### src/rtl/arpm_pkg.sv
// Shared constants, codes, state enums and handshake structs for the level meter.
// Used by every module in rtl; depends on nothing.
`default_nettype none

package arpm_pkg;

  localparam int FracBits   = 23;
  localparam int OutBits    = 16;
  localparam int CountBits  = 32;
  localparam int WordW      = 32;
  localparam int MagW       = FracBits + 1;
  localparam int SqW        = 2 * MagW;
  localparam int SumW       = 64;
  localparam int RmsShift   = 2 * FracBits - 2 * OutBits;
  localparam int DivW       = SumW - RmsShift;
  localparam int LevelW     = OutBits + 1;
  localparam int PeakShift  = FracBits - OutBits;
  localparam int RootW      = OutBits;
  localparam int RadW       = 2 * OutBits;
  localparam int SubW       = CountBits + 1;
  localparam int DivSteps   = DivW;
  localparam int RootSteps  = OutBits;
  localparam int StepCntW   = $clog2(DivSteps);

  typedef enum logic [2:0] {
    FMT_U8    = 3'd0,
    FMT_PCM16 = 3'd1,
    FMT_PCM24 = 3'd2,
    FMT_PCM32 = 3'd3,
    FMT_F32   = 3'd4
  } fmt_e;

  localparam logic REQ_SAMPLE = 1'b0;
  localparam logic REQ_REPORT = 1'b1;

  typedef enum logic [2:0] {
    ST_IDLE,
    ST_SQUARE,
    ST_ACCUM,
    ST_ROOT,
    ST_EMIT
  } meter_state_e;

  typedef enum logic [2:0] {
    RS_IDLE,
    RS_DIV,
    RS_CHECK,
    RS_SQRT,
    RS_DONE
  } root_state_e;

  typedef struct packed {
    logic                 start;
    logic [DivW-1:0]      dividend;
    logic [CountBits-1:0] divisor;
  } root_req_t;

  typedef struct packed {
    logic              done;
    logic [LevelW-1:0] root;
  } root_rsp_t;

endpackage

`default_nettype wire

### src/rtl/arpm_decode.sv
// Sample word decoder: raw pcm or float32 bits to a Q1.23 magnitude.
// Depends on arpm_pkg.
`default_nettype none

module arpm_decode (
  input  logic [2:0]                  fmt_i,
  input  logic [arpm_pkg::WordW-1:0]  word_i,
  output logic [arpm_pkg::MagW-1:0]   mag_o,
  output logic                        ok_o
);

  logic signed [arpm_pkg::MagW:0] code;
  logic [arpm_pkg::MagW:0]        code_abs;
  logic [7:0]                     exp_f;
  logic [22:0]                    frac_f;
  logic [7:0]                     shamt;
  logic [arpm_pkg::MagW-1:0]      mant;
  logic [arpm_pkg::MagW-1:0]      fmag;
  logic [arpm_pkg::MagW-1:0]      full;

  assign full   = {1'b1, {(arpm_pkg::MagW-1){1'b0}}};
  assign exp_f  = word_i[30:23];
  assign frac_f = word_i[22:0];
  assign mant   = {(exp_f != 8'd0), frac_f};
  assign shamt  = (exp_f == 8'd0) ? 8'd126 : (8'd127 - exp_f);

  always_comb begin
    if (exp_f == 8'd255) begin
      fmag = (frac_f != 23'd0) ? '0 : full;
    end else if (exp_f >= 8'd127) begin
      fmag = full;
    end else if (shamt >= 8'd24) begin
      fmag = '0;
    end else begin
      fmag = mant >> shamt[4:0];
    end
  end

  always_comb begin
    code = '0;
    ok_o = 1'b1;
    case (fmt_i)
      arpm_pkg::FMT_U8:    code = {~word_i[7], ~word_i[7], word_i[6:0], 16'd0};
      arpm_pkg::FMT_PCM16: code = {word_i[15], word_i[15:0], 8'd0};
      arpm_pkg::FMT_PCM24: code = {word_i[23], word_i[23:0]};
      arpm_pkg::FMT_PCM32: code = {word_i[31], word_i[31:8]};
      arpm_pkg::FMT_F32:   code = '0;
      default:             ok_o = 1'b0;
    endcase
  end

  assign code_abs = code[arpm_pkg::MagW] ? (~code + 1'b1) : code;
  assign mag_o    = (fmt_i == arpm_pkg::FMT_F32) ? fmag : code_abs[arpm_pkg::MagW-1:0];

endmodule

`default_nettype wire

### src/rtl/arpm_sub_unit.sv
// Shared subtract and compare unit for the divide and square-root steps.
// Depends on arpm_pkg.
`default_nettype none

module arpm_sub_unit (
  input  logic [arpm_pkg::SubW-1:0] a_i,
  input  logic [arpm_pkg::SubW-1:0] b_i,
  output logic [arpm_pkg::SubW-1:0] diff_o,
  output logic                      ge_o
);

  logic [arpm_pkg::SubW:0] wide;

  assign wide   = {1'b0, a_i} - {1'b0, b_i};
  assign diff_o = wide[arpm_pkg::SubW-1:0];
  assign ge_o   = ~wide[arpm_pkg::SubW];

endmodule

`default_nettype wire

### src/rtl/arpm_root_seq.sv
// Sequencer for rms: restoring divide of sum by count, then a digit-wise square root.
// Both loops step through one arpm_sub_unit. Depends on arpm_pkg and arpm_sub_unit.
`default_nettype none

module arpm_root_seq (
  input  logic                clk_i,
  input  logic                rst_ni,
  input  arpm_pkg::root_req_t req_i,
  output arpm_pkg::root_rsp_t rsp_o
);

  arpm_pkg::root_state_e state_q, state_d;
  logic [arpm_pkg::StepCntW-1:0]  cnt_q, cnt_d;
  logic [arpm_pkg::DivW-1:0]      quo_q, quo_d;
  logic [arpm_pkg::CountBits-1:0] rem_q, rem_d;
  logic [arpm_pkg::CountBits-1:0] dvs_q, dvs_d;
  logic [arpm_pkg::RootW-1:0]     root_q, root_d;
  logic [arpm_pkg::LevelW-1:0]    res_q, res_d;
  logic [arpm_pkg::SubW-1:0]      sub_a, sub_b, sub_diff;
  logic                           sub_ge;

  arpm_sub_unit u_sub (
    .a_i    (sub_a),
    .b_i    (sub_b),
    .diff_o (sub_diff),
    .ge_o   (sub_ge)
  );

  always_comb begin
    if (state_q == arpm_pkg::RS_SQRT) begin
      sub_a = {rem_q[arpm_pkg::CountBits-2:0], quo_q[arpm_pkg::RadW-1 -: 2]};
      sub_b = {{(arpm_pkg::SubW-arpm_pkg::RootW-2){1'b0}}, root_q, 2'b01};
    end else begin
      sub_a = {rem_q, quo_q[arpm_pkg::DivW-1]};
      sub_b = {1'b0, dvs_q};
    end
  end

  always_comb begin
    state_d = state_q;
    cnt_d   = cnt_q;
    quo_d   = quo_q;
    rem_d   = rem_q;
    dvs_d   = dvs_q;
    root_d  = root_q;
    res_d   = res_q;
    rsp_o.done = 1'b0;
    rsp_o.root = res_q;
    case (state_q)
      arpm_pkg::RS_IDLE: begin
        if (req_i.start) begin
          quo_d = req_i.dividend;
          dvs_d = req_i.divisor;
          rem_d = '0;
          cnt_d = arpm_pkg::StepCntW'(arpm_pkg::DivSteps - 1);
          if (req_i.divisor == '0) begin
            res_d   = '0;
            state_d = arpm_pkg::RS_DONE;
          end else begin
            state_d = arpm_pkg::RS_DIV;
          end
        end
      end
      arpm_pkg::RS_DIV: begin
        rem_d = sub_ge ? sub_diff[arpm_pkg::CountBits-1:0] : sub_a[arpm_pkg::CountBits-1:0];
        quo_d = {quo_q[arpm_pkg::DivW-2:0], sub_ge};
        cnt_d = cnt_q - 1'b1;
        if (cnt_q == '0) begin
          state_d = arpm_pkg::RS_CHECK;
        end
      end
      arpm_pkg::RS_CHECK: begin
        rem_d  = '0;
        root_d = '0;
        cnt_d  = arpm_pkg::StepCntW'(arpm_pkg::RootSteps - 1);
        if (quo_q[arpm_pkg::DivW-1:arpm_pkg::RadW] != '0) begin
          res_d   = {1'b1, {arpm_pkg::OutBits{1'b0}}};
          state_d = arpm_pkg::RS_DONE;
        end else begin
          state_d = arpm_pkg::RS_SQRT;
        end
      end
      arpm_pkg::RS_SQRT: begin
        rem_d  = sub_ge ? sub_diff[arpm_pkg::CountBits-1:0] : sub_a[arpm_pkg::CountBits-1:0];
        root_d = {root_q[arpm_pkg::RootW-2:0], sub_ge};
        quo_d  = {quo_q[arpm_pkg::DivW-3:0], 2'b00};
        cnt_d  = cnt_q - 1'b1;
        if (cnt_q == '0) begin
          res_d   = {1'b0, root_q[arpm_pkg::RootW-2:0], sub_ge};
          state_d = arpm_pkg::RS_DONE;
        end
      end
      arpm_pkg::RS_DONE: begin
        rsp_o.done = 1'b1;
        state_d    = arpm_pkg::RS_IDLE;
      end
      default: state_d = arpm_pkg::RS_IDLE;
    endcase
  end

  always_ff @(posedge clk_i or negedge rst_ni) begin
    if (!rst_ni) begin
      state_q <= arpm_pkg::RS_IDLE;
      cnt_q   <= '0;
    end else begin
      state_q <= state_d;
      cnt_q   <= cnt_d;
    end
  end

  always_ff @(posedge clk_i) begin
    quo_q  <= quo_d;
    rem_q  <= rem_d;
    dvs_q  <= dvs_d;
    root_q <= root_d;
    res_q  <= res_d;
  end

endmodule

`default_nettype wire

### src/rtl/audio_rms_peak_level_meter.sv
// Audio rms and peak level meter: a sample beat passes decode, square and
// accumulate in turn; a silent or unused-format sample beat is taken and dropped. A report
// beat runs the 50-step restoring divide and then the 16-step square root
// that share one 33-bit subtractor (both are skipped when no samples were counted). The
// result sits in an output register, so the meter returns to idle while it waits.
// Depends on arpm_pkg, arpm_decode, arpm_root_seq.
`default_nettype none

module audio_rms_peak_level_meter (
  input  logic                                clk_i,
  input  logic                                rst_ni,
  input  logic                                cfg_we_i,
  input  logic [2:0]                          cfg_wdata_i,
  input  logic                                in_valid_i,
  output logic                                in_stall_o,
  input  logic                                req_type_i,
  input  logic [arpm_pkg::WordW-1:0]          sample_word_i,
  input  logic                                silent_i,
  output logic                                out_valid_o,
  input  logic                                out_stall_i,
  output logic [arpm_pkg::LevelW-1:0]         rms_level_o,
  output logic [arpm_pkg::LevelW-1:0]         peak_level_o,
  output logic [arpm_pkg::CountBits-1:0]      samples_seen_o
);

  arpm_pkg::meter_state_e state_q, state_d;
  arpm_pkg::root_req_t    root_req;
  arpm_pkg::root_rsp_t    root_rsp;

  logic [2:0]                     fmt_q;
  logic [arpm_pkg::MagW-1:0]      dec_mag;
  logic                           dec_ok;
  logic [arpm_pkg::MagW-1:0]      mag_q;
  logic [arpm_pkg::SqW-1:0]       sq_q;
  logic [arpm_pkg::SumW-1:0]      sum_q;
  logic [arpm_pkg::SumW:0]        sum_ext;
  logic [arpm_pkg::MagW-1:0]      peak_q;
  logic [arpm_pkg::CountBits-1:0] count_q;
  logic [arpm_pkg::LevelW-1:0]    pk_snap_q, rms_snap_q;
  logic [arpm_pkg::CountBits-1:0] cnt_snap_q;
  logic                           out_valid_q;
  logic [arpm_pkg::LevelW-1:0]    rms_out_q, pk_out_q;
  logic [arpm_pkg::CountBits-1:0] seen_out_q;
  logic                           in_acc, report_acc, sample_take, out_load;

  arpm_decode u_decode (
    .fmt_i  (fmt_q),
    .word_i (sample_word_i),
    .mag_o  (dec_mag),
    .ok_o   (dec_ok)
  );

  arpm_root_seq u_root (
    .clk_i  (clk_i),
    .rst_ni (rst_ni),
    .req_i  (root_req),
    .rsp_o  (root_rsp)
  );

  assign in_stall_o  = (state_q != arpm_pkg::ST_IDLE);
  assign in_acc      = in_valid_i & ~in_stall_o;
  assign report_acc  = in_acc & (req_type_i == arpm_pkg::REQ_REPORT);
  assign sample_take = in_acc & (req_type_i == arpm_pkg::REQ_SAMPLE) & ~silent_i & dec_ok;

  assign root_req.start    = report_acc;
  assign root_req.dividend = sum_q[arpm_pkg::SumW-1:arpm_pkg::RmsShift];
  assign root_req.divisor  = count_q;

  assign sum_ext = {1'b0, sum_q} + {{(arpm_pkg::SumW+1-arpm_pkg::SqW){1'b0}}, sq_q};

  always_comb begin
    state_d  = state_q;
    out_load = 1'b0;
    case (state_q)
      arpm_pkg::ST_IDLE: begin
        if (report_acc) begin
          state_d = arpm_pkg::ST_ROOT;
        end else if (sample_take) begin
          state_d = arpm_pkg::ST_SQUARE;
        end
      end
      arpm_pkg::ST_SQUARE: state_d = arpm_pkg::ST_ACCUM;
      arpm_pkg::ST_ACCUM:  state_d = arpm_pkg::ST_IDLE;
      arpm_pkg::ST_ROOT: begin
        if (root_rsp.done) begin
          state_d = arpm_pkg::ST_EMIT;
        end
      end
      arpm_pkg::ST_EMIT: begin
        if (!out_valid_q || !out_stall_i) begin
          out_load = 1'b1;
          state_d  = arpm_pkg::ST_IDLE;
        end
      end
      default: state_d = arpm_pkg::ST_IDLE;
    endcase
  end

  always_ff @(posedge clk_i or negedge rst_ni) begin
    if (!rst_ni) begin
      state_q     <= arpm_pkg::ST_IDLE;
      fmt_q       <= arpm_pkg::FMT_PCM16;
      sum_q       <= '0;
      peak_q      <= '0;
      count_q     <= '0;
      out_valid_q <= 1'b0;
    end else begin
      state_q <= state_d;
      if (cfg_we_i) begin
        fmt_q <= cfg_wdata_i;
      end
      if (report_acc) begin
        sum_q   <= '0;
        peak_q  <= '0;
        count_q <= '0;
      end else begin
        if (state_q == arpm_pkg::ST_SQUARE && mag_q > peak_q) begin
          peak_q <= mag_q;
        end
        if (state_q == arpm_pkg::ST_ACCUM) begin
          sum_q <= sum_ext[arpm_pkg::SumW] ? '1 : sum_ext[arpm_pkg::SumW-1:0];
          if (count_q != '1) begin
            count_q <= count_q + 1'b1;
          end
        end
      end
      if (out_load) begin
        out_valid_q <= 1'b1;
      end else if (!out_stall_i) begin
        out_valid_q <= 1'b0;
      end
    end
  end

  always_ff @(posedge clk_i) begin
    if (sample_take) begin
      mag_q <= dec_mag;
    end
    if (state_q == arpm_pkg::ST_SQUARE) begin
      sq_q <= mag_q * mag_q;
    end
    if (report_acc) begin
      pk_snap_q  <= peak_q[arpm_pkg::MagW-1:arpm_pkg::PeakShift];
      cnt_snap_q <= count_q;
    end
    if (root_rsp.done) begin
      rms_snap_q <= root_rsp.root;
    end
    if (out_load) begin
      rms_out_q  <= rms_snap_q;
      pk_out_q   <= pk_snap_q;
      seen_out_q <= cnt_snap_q;
    end
  end

  assign out_valid_o    = out_valid_q;
  assign rms_level_o    = rms_out_q;
  assign peak_level_o   = pk_out_q;
  assign samples_seen_o = seen_out_q;

`ifndef ASSERT_OFF
  a_report_clears: assert property (@(posedge clk_i) disable iff (!rst_ni)
    report_acc |=> (sum_q == '0 && peak_q == '0 && count_q == '0))
    else $error("accumulators not cleared after report beat");

  a_done_in_root: assert property (@(posedge clk_i) disable iff (!rst_ni)
    root_rsp.done |-> (state_q == arpm_pkg::ST_ROOT))
    else $error("root result outside root wait");

  a_rms_range: assert property (@(posedge clk_i) disable iff (!rst_ni)
    out_valid_o |-> (rms_level_o <= {1'b1, {arpm_pkg::OutBits{1'b0}}}))
    else $error("rms level above full scale");

  a_peak_range: assert property (@(posedge clk_i) disable iff (!rst_ni)
    peak_q <= {1'b1, {(arpm_pkg::MagW-1){1'b0}}})
    else $error("peak magnitude above full scale");
`endif

endmodule

`default_nettype wire
### config.mk
export PLATFORM = sky130hd
export DESIGN_NAME = audio_rms_peak_level_meter
export DESIGN_NICKNAME = d
export VERILOG_FILES = /design/src/rtl/arpm_pkg.sv /design/src/rtl/arpm_decode.sv /design/src/rtl/arpm_sub_unit.sv /design/src/rtl/arpm_root_seq.sv /design/src/rtl/audio_rms_peak_level_meter.sv
export SDC_FILE = /design/constraint.sdc
export NUM_CORES = 2
export LEC_CHECK = 0
export ABC_AREA = 1
export BUFFER_PORTS_ARGS = -buffer_cell sky130_fd_sc_hd__buf_2
export CAP_MARGIN = 20
export CORE_MARGIN = 4
export CORE_UTILIZATION = 40
export DETAILED_ROUTE_END_ITERATION = 8
export GPL_ROUTABILITY_DRIVEN = 0
export RECOVER_POWER = 100
export REMOVE_ABC_BUFFERS = 1
export SLEW_MARGIN = 0
export SYNTH_ARGS = -nofsm -noshare
export SYNTH_HDL_FRONTEND = slang
export SYNTH_SLANG_ARGS = --single-unit
### constraint.sdc
create_clock -name clk_i -period 10.4 [get_ports clk_i]
set_clock_uncertainty 0.15 [all_clocks]
set_input_delay 1.56 -clock clk_i [delete_from_list [all_inputs] [get_ports clk_i]]
set_output_delay 1.56 -clock clk_i [all_outputs]
set_load 0.02 [all_outputs]
==> out/qor.yml <==
clock_tree:
  hold_buffers: 0
  cts_resized: 0
  cts_tree: "yes"
  cts-root-buf: "clkbuf_16"
  clock-sinks: 486
  htree_levels: 2
  clock_latency_ps: 660
  post_cts_buffers: 0
  clock_path_buffers: 3
  clk_pin_slew_ps: 70
  numCtsBuffers: 55
finish:
  final_cell_mix: "nand2_1, inv_1, fa_1, nor2_1, nand3_1"
  layout-drive-gt1-share_pct: 4.182
  final_nets: 6955
  final_common_cell: "nand2_1"
  fillers: 11810
  syn_to_final_growth_pct: 7.950
global_routing:
  antenna_found_initial: 1
  gr-total-overflow: 0
  grt_start_max_net_pins: 77
  grt_pass1_vias: 38600
  grt_pass1_wl_um: 211500
  track_usage_pct: 21.00
floorplanning:
  die_x_um: 353.1
  die-area_mm2: 0.1247
  num_io_pins: 110
  core-area_mm2: 0.1181
  rows: 126
  die_y_um: 353.1
  start_util_pct: 40.34
logic_synthesis:
  synthArstFlopShare_pct: 27.98
  yosys_warnings: 0
  ys.flop_type: "edfxtp_1"
  synth_largest_area_cell: "edfxtp_1"
  synth.area.top_cells: "edfxtp_1, fa_1, nand2_1"
  seq_area_frac_synth_pct: 29.21
  ys_types: 57
  syn-cell-area_mm2: 0.04764
  synthCells: 6154
  synth_edf_count: 350
  avgSynthCellArea_um2: 7.741
  ys_ff_latch: 486
  synth_top_area_share_pct: 22.06
power_and_ir_drop:
  p_switching_mw: 1.042
  p_int_mw: 3.253
  swShare_pct: 24.27
  peakVddDrop_uv: 150.7
  finalPower_mw: 4.295
  p_leak_nw: 26.20
  power_density_mw_per_mm2: 83.52
  seqPwrFrac_pct: 48.1
  power.share.combinational_pct: 5.4
  power_frac_clock_pct: 46.5
routing:
  drt_iter0_drc: 3489
  drc_errors: 0
  vias: 39350
  first_pass_iters: 6
  vias_per_cell: 5.059
  wl_per_cell_um: 17.04
  wirelength_um: 132600
  ant_nets: 0
outcome:
  violations: "max-capacitance violations, max-slew violations"
  status: "complete, but fails checks"
critical_path:
  rrSetupSlack_ps: 2510
  cpPeakStageDelay_ps: 1180
  crit_fanout: 27
  crit_slowest_cell: "clkbuf_1"
  crit_path_end_kind: "register"
  crit_path_cell_trace: "clkbuf_1, nand2_1, fa_1, inv_1, fa_1, inv_1, fa_1, fa_1, inv_1, fa_1, fa_1, inv_1, fa_1, inv_1, ha_1, nand2_1, nor2_1, inv_1, nor2_1, inv_1, nor4_1, nand3_1, nand3_1, xor2_1"
  arrival_ps: 8090
  crit_type: "register to register"
  cp.required_ps: 10600
  start_kind: "register"
placed_design:
  port_buffers: 109
  place_ws_ps: 3138
  place_hpwl_um: 103800
sta:
  max_slew_margin_pct: -209.0
  period_share_pct: 75.89
  fin_crit_ps: 7893
  setup_viol: 0
  tns_ps: 0
  whs_ps: 228.1
  final_max_slew_viol_count: 666
  hold_violations: 0
  max_freq_mhz: 126.7
  layout_setup_ws_ps: 2507
  tightest_slew_ps: 4635
  rsz0062_at_grt: "false"
job:
  maxCapViolCount: 16
hold_path:
  hold_class: "register to register"
synthesized netlist by cell type, types with 12 or more instances:
cell type / n
inv_2: 12
nor2_2: 18
nand4_1: 74
o21bai_1: 12
nand3_2: 21
dfrtp_1: 135
buf_2: 22
o21ai_1: 18
xnor2_1: 51
nor4_1: 20
a21oi_1: 171
nand2_1: 1776
ha_1: 287
edfxtp_1: 350
nand3_1: 367
fa_1: 432
inv_1: 1351
o221ai_1: 17
o211ai_1: 26
nor3_1: 55
o21ai_0: 185
nand2_2: 16
nor2_1: 393
nand3b_1: 14
xor2_1: 71
clkbuf_1: 126
final cells by class:
class / instances / area [µm²] / area share, %
Clock inverter: 35 / 387.9 / 0.7542
Tap cell: 1536 / 1922 / 3.737
Multi-Input combinational cell: 4127 / 27840 / 54.13
Sequential cell: 486 / 13910 / 27.06
Inverter: 1366 / 5127 / 9.970
Antenna cell: 1 / 2.502 / 0.004866
Clock buffer: 69 / 1469 / 2.856
Timing Repair Buffer: 158 / 764.5 / 1.487
cells by family after synthesis:
| logic type | Yosys count | share of synthesized area, % |
|---|---|---|
| AOI/OAI and AO/OA | 492 | 5.820 |
| xor gates and xnor gates | 122 | 2.243 |
| adders and majority gates | 719 | 25.69 |
| buffers and inverters | 1541 | 12.39 |
| DFF | 486 | 29.21 |
| muxes | 1 | 0.02101 |
| and+or+nand+nor | 2793 | 24.63 |
sequential cells by signal, indices dropped and copies added (netlist names):
register	count
cnt_snap_q	32
rms_level_o	17
pk_snap_q	17
out_valid_o	1
peak_level_o	17
u_root.quo_q	50
u_root.rem_q	32
u_root.state_q	3
u_root.res_q	17
samples_seen_o	32
sum_q	64
peak_q	24
u_root.dvs_q	32
state_q	3
mag_q	24
u_root.root_q	16
rms_snap_q	17
u_root.cnt_q	6
count_q	32
sq_q	47
fmt_q	3
critical path: cells and delay by family, from the launching register on:
family	cells	cell delay (ps)
XOR/XNOR	1	90
adder cells (fa/ha/maj)	8	3990
buffers and inverters	8	1580
flip-flops	1	320
AND/OR/NAND/NOR	7	1470
power by group through the flow:
stage	sequential, mW	combinational, mW	clock, mW
6_report	2.07	0.230	2.00
5_1_grt	2.07	0.256	2.13
4_1_cts	2.07	0.228	2.05
3_5_place_dp	2.11	0.227	0
3_3_place_gp	2.11	0.225	0
2_1_floorplan	2.11	0.145	0
per-stage QoR:
step | cells | area [µm²] | utilization [%]
floorplan | 5979 | 46860 | -
global placement | 7673 | 49770 | 42.15
detailed placement | 7673 | 49770 | 42.15
CTS | 7777 | 51620 | 43.72
global route | 7777 | 51420 | 43.55
finish | 7778 | 51430 | 43.55
metal layers:
layer  share of wire (%)  global-route usage (%)  vias to the layer above
met5                   0                       0                        -
met4                 2.7                   5.457                        0
met3                 6.1                   2.329                      223
met2                  45                   33.74                     1242
met1                  46                   30.33                    18790
li1                    -                       -                    19090
worst paths after layout:
check / from / endpoint / cells after the start
worst max-delay path: mag_q[0] / sq_q[40] / 24
worst min-delay path: cnt_snap_q[26] / samples_seen_o[26] / 0
worst max register to register: mag_q[0] / sq_q[40] / 24
worst min register to register: cnt_snap_q[26] / samples_seen_o[26] / 0
max in group asynchronous: rst_ni / peak_q[12] / 2
min in group asynchronous: rst_ni / sum_q[9] / 1
Power figures use the tool's default switching activity.
